==> config.mk <==
export PLATFORM = sky130hd
export DESIGN_NAME = line_rasterizer_unit
export DESIGN_NICKNAME = d
export VERILOG_FILES = /design/src/hw/rtl/lr_pkg.sv /design/src/hw/rtl/lr_datapath.sv /design/src/hw/rtl/lr_ctrl.sv /design/src/hw/rtl/line_rasterizer_unit.sv
export SDC_FILE = /design/constraint.sdc
export NUM_CORES = 1
export LEC_CHECK = 0
export ABC_AREA = 1
export CORE_ASPECT_RATIO = 0.9
export CORE_MARGIN = 3
export CORE_UTILIZATION = 30
export CTS_BUF_LIST = sky130_fd_sc_hd__clkbuf_8
export DETAILED_ROUTE_END_ITERATION = 6
export DONT_BUFFER_PORTS = 1
export PLACE_DENSITY_LB_ADDON = 0.1
export SETUP_SLACK_MARGIN = 0.3
export SLEW_MARGIN = 10
export SYNTH_ARGS = -nofsm -noshare
export SYNTH_HDL_FRONTEND = slang
export SYNTH_SLANG_ARGS = --single-unit
==> constraint.sdc <==
create_clock -name clk -period 3.2 [get_ports clk]
set_input_delay 0.32 -clock clk [delete_from_list [all_inputs] [get_ports clk]]
set_output_delay 0.32 -clock clk [all_outputs]
set_load 0.1 [all_outputs]
==> src/hw/rtl/lr_pkg.sv <==
// Shared types and constants for the line rasterizer.
`default_nettype none
package lr_pkg;

  localparam int COORD_BITS = 6;
  localparam int ACC_BITS   = COORD_BITS + 1;

  typedef logic [COORD_BITS-1:0] coord_t;
  typedef logic [ACC_BITS-1:0]   acc_t;

  typedef enum logic [1:0] {
    DIR_HOLD = 2'd0,
    DIR_INC  = 2'd1,
    DIR_DEC  = 2'd2
  } row_dir_t;

  // Commands from the controller to the datapath.
  typedef struct packed {
    logic load;
    logic step;
  } lr_cmd_t;

  // Status from the datapath to the controller.
  typedef struct packed {
    logic nonempty;
    logic last;
  } lr_status_t;

endpackage
`default_nettype wire

==> src/hw/rtl/lr_datapath.sv <==
// Datapath of the line rasterizer: coordinates, accumulator and step logic.
`default_nettype none
module lr_datapath (
  input  wire logic               clk,
  input  wire lr_pkg::lr_cmd_t    cmd,
  input  wire lr_pkg::coord_t     x_start,
  input  wire lr_pkg::coord_t     y_start,
  input  wire lr_pkg::coord_t     x_end,
  input  wire lr_pkg::coord_t     y_end,
  output lr_pkg::lr_status_t      status,
  output lr_pkg::coord_t          pixel_x,
  output lr_pkg::coord_t          pixel_y,
  output logic                    last_pixel
);

  lr_pkg::coord_t   col_r, col_nxt;
  lr_pkg::coord_t   row_r, row_nxt;
  lr_pkg::coord_t   end_r, end_nxt;
  lr_pkg::acc_t     acc_r, acc_nxt;
  lr_pkg::acc_t     inc_r, inc_nxt;
  lr_pkg::acc_t     span_r, span_nxt;
  lr_pkg::row_dir_t dir_r, dir_nxt;

  lr_pkg::acc_t     col_inc;
  lr_pkg::acc_t     acc_sum;
  lr_pkg::acc_t     acc_sub;
  lr_pkg::coord_t   dx_abs;
  lr_pkg::coord_t   dy_abs;

  assign dx_abs = (x_end >= x_start) ? x_end - x_start : x_start - x_end;
  assign dy_abs = (y_end >= y_start) ? y_end - y_start : y_start - y_end;

  assign col_inc = {1'b0, col_r} + lr_pkg::acc_t'(1);
  assign acc_sum = acc_r + inc_r;
  assign acc_sub = acc_sum - span_r;

  assign status.nonempty = (x_end > x_start);
  assign status.last     = (col_inc >= {1'b0, end_r});

  assign pixel_x    = col_r;
  assign pixel_y    = row_r;
  assign last_pixel = status.last;

  always_comb begin
    col_nxt  = col_r;
    row_nxt  = row_r;
    end_nxt  = end_r;
    acc_nxt  = acc_r;
    inc_nxt  = inc_r;
    span_nxt = span_r;
    dir_nxt  = dir_r;
    if (cmd.load) begin
      col_nxt  = x_start;
      row_nxt  = y_start;
      end_nxt  = x_end;
      acc_nxt  = '0;
      span_nxt = {1'b0, dx_abs} + lr_pkg::acc_t'(1);
      inc_nxt  = {1'b0, dy_abs} + lr_pkg::acc_t'(1);
      if (y_end > y_start) begin
        dir_nxt = lr_pkg::DIR_INC;
      end else if (y_end < y_start) begin
        dir_nxt = lr_pkg::DIR_DEC;
      end else begin
        dir_nxt = lr_pkg::DIR_HOLD;
      end
    end else if (cmd.step) begin
      col_nxt = col_inc[lr_pkg::COORD_BITS-1:0];
      acc_nxt = acc_sum;
      if (acc_sum >= span_r) begin
        case (dir_r)
          lr_pkg::DIR_INC: row_nxt = row_r + lr_pkg::coord_t'(1);
          lr_pkg::DIR_DEC: row_nxt = row_r - lr_pkg::coord_t'(1);
          default:         row_nxt = row_r;
        endcase
        // Saturate so a steep line keeps stepping one row per column.
        acc_nxt = (acc_sub >= span_r) ? span_r - lr_pkg::acc_t'(1) : acc_sub;
      end
    end
  end

  always_ff @(posedge clk) begin
    col_r  <= col_nxt;
    row_r  <= row_nxt;
    end_r  <= end_nxt;
    acc_r  <= acc_nxt;
    inc_r  <= inc_nxt;
    span_r <= span_nxt;
    dir_r  <= dir_nxt;
  end

endmodule
`default_nettype wire

==> src/hw/rtl/lr_ctrl.sv <==
// Controller state machine of the line rasterizer.
`default_nettype none
module lr_ctrl (
  input  wire logic               clk,
  input  wire logic               rst_n,
  input  wire logic               start,
  input  wire lr_pkg::lr_status_t status,
  output lr_pkg::lr_cmd_t         cmd,
  output logic                    busy
);

  typedef enum logic {
    ST_IDLE,
    ST_RUN
  } state_t;

  state_t state_r, state_nxt;

  assign busy     = (state_r == ST_RUN);
  assign cmd.load = start && (state_r == ST_IDLE);
  assign cmd.step = (state_r == ST_RUN);

  always_comb begin
    state_nxt = state_r;
    unique case (state_r)
      ST_IDLE: begin
        if (cmd.load && status.nonempty) begin
          state_nxt = ST_RUN;
        end
      end
      ST_RUN: begin
        if (status.last) begin
          state_nxt = ST_IDLE;
        end
      end
      default: state_nxt = ST_IDLE;
    endcase
  end

  always_ff @(posedge clk) begin
    if (!rst_n) begin
      state_r <= ST_IDLE;
    end else begin
      state_r <= state_nxt;
    end
  end

endmodule
`default_nettype wire

==> src/hw/rtl/line_rasterizer_unit.sv <==
// Top level of the line rasterizer: controller plus datapath.
//
//   Channel  Ports                                   Handshake
//   request  start, busy, in_x_start..in_y_end       taken when start & !busy
//   pixel    out_valid, out_pixel_x/y, out_last_pixel one-cycle strobe, no stall
//
// A request with in_x_end > in_x_start loads at the accepting edge; its first
// pixel shows in the next cycle, then one per cycle: n = in_x_end - in_x_start
// pixels (up to 63), busy high while they show. An empty request emits nothing.
// busy falls at the edge ending the out_last_pixel cycle; the next request
// is taken once the controller is idle again. Reset holds the controller idle;
// the pixel receiver cannot stall the unit.
`default_nettype none
module line_rasterizer_unit (
  input  wire logic           clk,
  input  wire logic           rst_n,
  input  wire logic           start,
  output logic                busy,
  input  wire lr_pkg::coord_t in_x_start,
  input  wire lr_pkg::coord_t in_y_start,
  input  wire lr_pkg::coord_t in_x_end,
  input  wire lr_pkg::coord_t in_y_end,
  output logic                out_valid,
  output lr_pkg::coord_t      out_pixel_x,
  output lr_pkg::coord_t      out_pixel_y,
  output logic                out_last_pixel
);

  lr_pkg::lr_cmd_t    cmd;
  lr_pkg::lr_status_t status;

  // Sequence requests: load on accept, advance one column per cycle.
  lr_ctrl u_ctrl (
    .clk    (clk),
    .rst_n  (rst_n),
    .start  (start),
    .status (status),
    .cmd    (cmd),
    .busy   (busy)
  );

  // Hold the line state and step the error accumulator.
  lr_datapath u_datapath (
    .clk        (clk),
    .cmd        (cmd),
    .x_start    (in_x_start),
    .y_start    (in_y_start),
    .x_end      (in_x_end),
    .y_end      (in_y_end),
    .status     (status),
    .pixel_x    (out_pixel_x),
    .pixel_y    (out_pixel_y),
    .last_pixel (out_last_pixel)
  );

  // Each busy cycle presents exactly one pixel.
  assign out_valid = busy;

endmodule
`default_nettype wire

==> results.sh <==
export IMPL_status="finished with violations"
export IMPL_violations="negative setup slack"
export IMPL_die_area_mm2=0.0163
export IMPL_cts_buffer_depth=2
export IMPL_port_buffers=0
export IMPL_p_int_mw=2.60
export IMPL_clockPowerShare_pct=6.3
export IMPL_die_y_um=122
export IMPL_drt_initial_drc_count=332
export IMPL_finalSetupViolCount=5
export IMPL_holdPathStages=0
export IMPL_async_flop_share_pct=0
export IMPL_synth_top_area_share_pct=23.0
export IMPL_ys_ff_latch=42
export IMPL_gp_congestion=0.874
export IMPL_min_period_ns=3.28
export IMPL_finalCritPeriodShare_pct=102
export IMPL_grt_max_degree=39
export IMPL_yosysSeqAreaShare_pct=26.6
export IMPL_cp_depth=24
export IMPL_layout_commonest_cell="nand2_1"
export IMPL_std_cell_rows=41
export IMPL_final_max_slew_violation_count=0
export IMPL_synth_top_flop_cell="edfxtp_1"
export IMPL_numCtsBuffers=5
export IMPL_synth_edf_count=34
export IMPL_cts_clk_slew_worst_paths_ns=0.09
export IMPL_synth_simple_gate_area_share_pct=31.4
export IMPL_power_density_mw_per_mm2=1050
export IMPL_r2r_cells=24
export IMPL_fin_nets=753
export IMPL_fin_skew_ns=0.0130
export IMPL_dp_slack_ns=-0.131
export IMPL_cap_violations=0
export IMPL_synth_compound_area_share_pct=7.14
export IMPL_clock_sinks=42
export IMPL_dpl_hpwl_mm=9.13
export IMPL_yosysTopAreaCell="edfxtp_1"
export IMPL_muxShareOfSynthArea_pct=0
export IMPL_ys_warn_count=0
export IMPL_p_leak_nw=2.71
export IMPL_p_seq_share_pct=14.7
export IMPL_drc=0
export IMPL_drtPass1Iterations=5
export IMPL_antenna_found_initial=0
export IMPL_layout_common_cells="nand2_1, inv_1, ha_1"
export IMPL_route_detailed_wl_per_inst_um=13.2
export IMPL_crit_slowest_cell="edfxtp_1"
export IMPL_endpoint_kind="flop"
export IMPL_fin_setup_tns_ns=-0.188
export IMPL_synthXorXnorAreaFrac_pct=4.73
export IMPL_slowest_delay_ns=0.42
export IMPL_crit_path_max_fanout=5
export IMPL_postSynthCellCount=628
export IMPL_root_buffer="clkbuf_8"
export IMPL_ant_nets=0
export IMPL_critPathKind="flop to flop"
export IMPL_antenna_diode_count=0
export IMPL_design_area_mm2=0.00527
export IMPL_fin_cells=857
export IMPL_cp_num_buf_inv=2
export IMPL_synthAdderAreaFrac_pct=18.9
export IMPL_syn_avg_cell_area_um2=7.08
export IMPL_startpoint_type="flop"
export IMPL_rsz0062_at_grt="true"
export IMPL_power_switching_mw=2.94
export IMPL_dp_cells=842
export IMPL_cp_top_family="simple AND/OR/NAND/NOR gates"
export IMPL_htreeDepth=2
export IMPL_insertion_delay_ns=0.31
export IMPL_via_per_inst=4.56
export IMPL_cp_data_required_time_ns=3.41
export IMPL_grt_overflow=0
export IMPL_netlist_area_mm2=0.00445
export IMPL_pin_count=42
export IMPL_track_usage_pct=14.3
export IMPL_vias=3911
export IMPL_ir_worst_vdd_uv=489
export IMPL_crit_top_cell="nand2_1"
export IMPL_cts_tree="yes"
export IMPL_pwr_share_comb_pct=79.0
export IMPL_syn_to_final_growth_pct=18.5
export IMPL_max_freq_ghz=0.305
export IMPL_grt_pass1_vias=3888
export IMPL_hold_violations=0
export IMPL_max_slew_margin_pct=58.8
export IMPL_ys_top_cells_by_area="edfxtp_1, nand2_1, ha_1, inv_1, nand3_1"
export IMPL_synth_top_family_by_area="simple AND/OR/NAND/NOR gates"
export IMPL_fp_dieW_um=134
export IMPL_crit_chain="ha_4 -> fa_2 -> nand3_2 -> nand2_2 -> xor2_2 -> inv_2 -> ha_4 -> nand2_2 -> nor2_1 -> nand2_1 -> nand3_1 -> nand2_1 -> nand2_2 -> inv_2 -> ha_4 -> nand2_2 -> nor2_4 -> nand2_4 -> nand2_4 -> nand2_1 -> nand3_1 -> nand2_1 -> nand2_1 -> nand2_1"
export IMPL_hold_class="input port to flop"
export IMPL_fin_ws_ns=-0.0764
export IMPL_swShare_pct=53.0
export IMPL_tightest_slew_ns=0.616
export IMPL_synth_cell_type_count=37
export IMPL_core_mm2=0.0143
export IMPL_critPathArrivalTime_ns=3.49
export IMPL_drt_total_wl_mm=11.3
export IMPL_start_util_pct=31.2
export IMPL_placed_area_mm2=0.00492
export IMPL_grt_pass1_wl_mm=18.8
export IMPL_drive_gt1_share_pct=16.9
export IMPL_syn_nets=718
power groups by stage:
stage / clock, mW / sequential (mW) / combinational, mW
detailed placement: 0 / 0.823 / 3.42
global route: 0.389 / 0.830 / 4.85
CTS: 0.371 / 0.813 / 3.95
floorplan: 0 / 1.03 / 2.33
global placement: 0 / 0.822 / 3.42
finish: 0.351 / 0.814 / 4.38
kinds of logic after synthesis:
logic type                 count (synthesis)
AOI/OAI and AO/OA                         59
adders and majority gates                 63
xor gates and xnor gates                  24
and+or+nand+nor                          310
buffers and inverters                    130
DFF                                       42
synth_stat cells, types with 2 or more instances:
library cell	count
a21oi_1	29
and2_1	3
buf_4	2
clkbuf_1	2
dfxtp_1	8
edfxtp_1	34
fa_1	7
ha_1	56
inv_1	120
inv_2	3
nand2_1	190
nand2_2	10
nand2_4	2
nand3_1	40
nand3_2	2
nand3_4	2
nand3b_1	2
nand4_1	17
nor2_1	30
nor2_2	5
nor2_4	3
o211ai_1	4
o21ai_0	21
xnor2_1	8
xor2_1	16
state kept, by name, summed over array words and instances (netlist names):
signal / flops
u_ctrl.busy: 1
u_datapath.acc_r: 7
u_datapath.dir_r: 2
u_datapath.end_r: 6
u_datapath.inc_r: 7
u_datapath.pixel_x: 6
u_datapath.pixel_y: 6
u_datapath.span_r: 7
routing by layer:
metal / track usage (%) / vias to the layer above / wire length, µm / part of all wire, %
met2: 21.0 / 75 / 4540 / 40
met3: 3.40 / 12 / 616 / 5.5
met5: 0 / - / 0 / 0
met4: 3.69 / 0 / 160 / 1.4
met1: 21.1 / 1762 / 5980 / 53
li1: - / 2062 / - / -
what timing repair did:
action / in CTS / in global routing
gates cloned: 1 / 0
endpoints found under the setup margin: 13 / 13
buffers inserted: 2 / 4
resized for setup: 23 / 22
endpoints found under the hold margin: 0 / 0
hold buffers: 0 / 0
pin swaps: 26 / 21
per-stage QoR:
stage / utilization [%] / hold slack [ns] / total power, mW
global placement: 34.5 / 0.419 / 4.24
global route: 36.9 / 0.0730 / 6.07
detailed placement: 34.5 / 0.419 / 4.25
CTS: 35.9 / 0.0823 / 5.14
finish: 36.9 / 0.0949 / 5.54
floorplan: - / 0.419 / 3.36
worst paths after layout:
| check | from | end | slack (ns) |
|---|---|---|---|
| setup / recovery | u_datapath.inc_r[0] | u_datapath.acc_r[5] | -0.08 |
| setup reg to reg | u_datapath.inc_r[0] | u_datapath.acc_r[5] | -0.08 |
| hold reg to reg | u_datapath.acc_r[3] | u_datapath.acc_r[3] | 0.46 |
| hold / removal | in_x_end[5] | u_datapath.end_r[5] | 0.09 |
cell type report:
type                    instances  area [µm²]
clock inverters                 3        13.8
well taps                     193         241
multi-input cells             457        3050
inverters                     125         474
flip-flops and latches         42        1180
fillers                      1544        8990
repair buffers                 32         240
clock buffers                   5        68.8
Note: power is estimated with default switching activity, not from simulation.
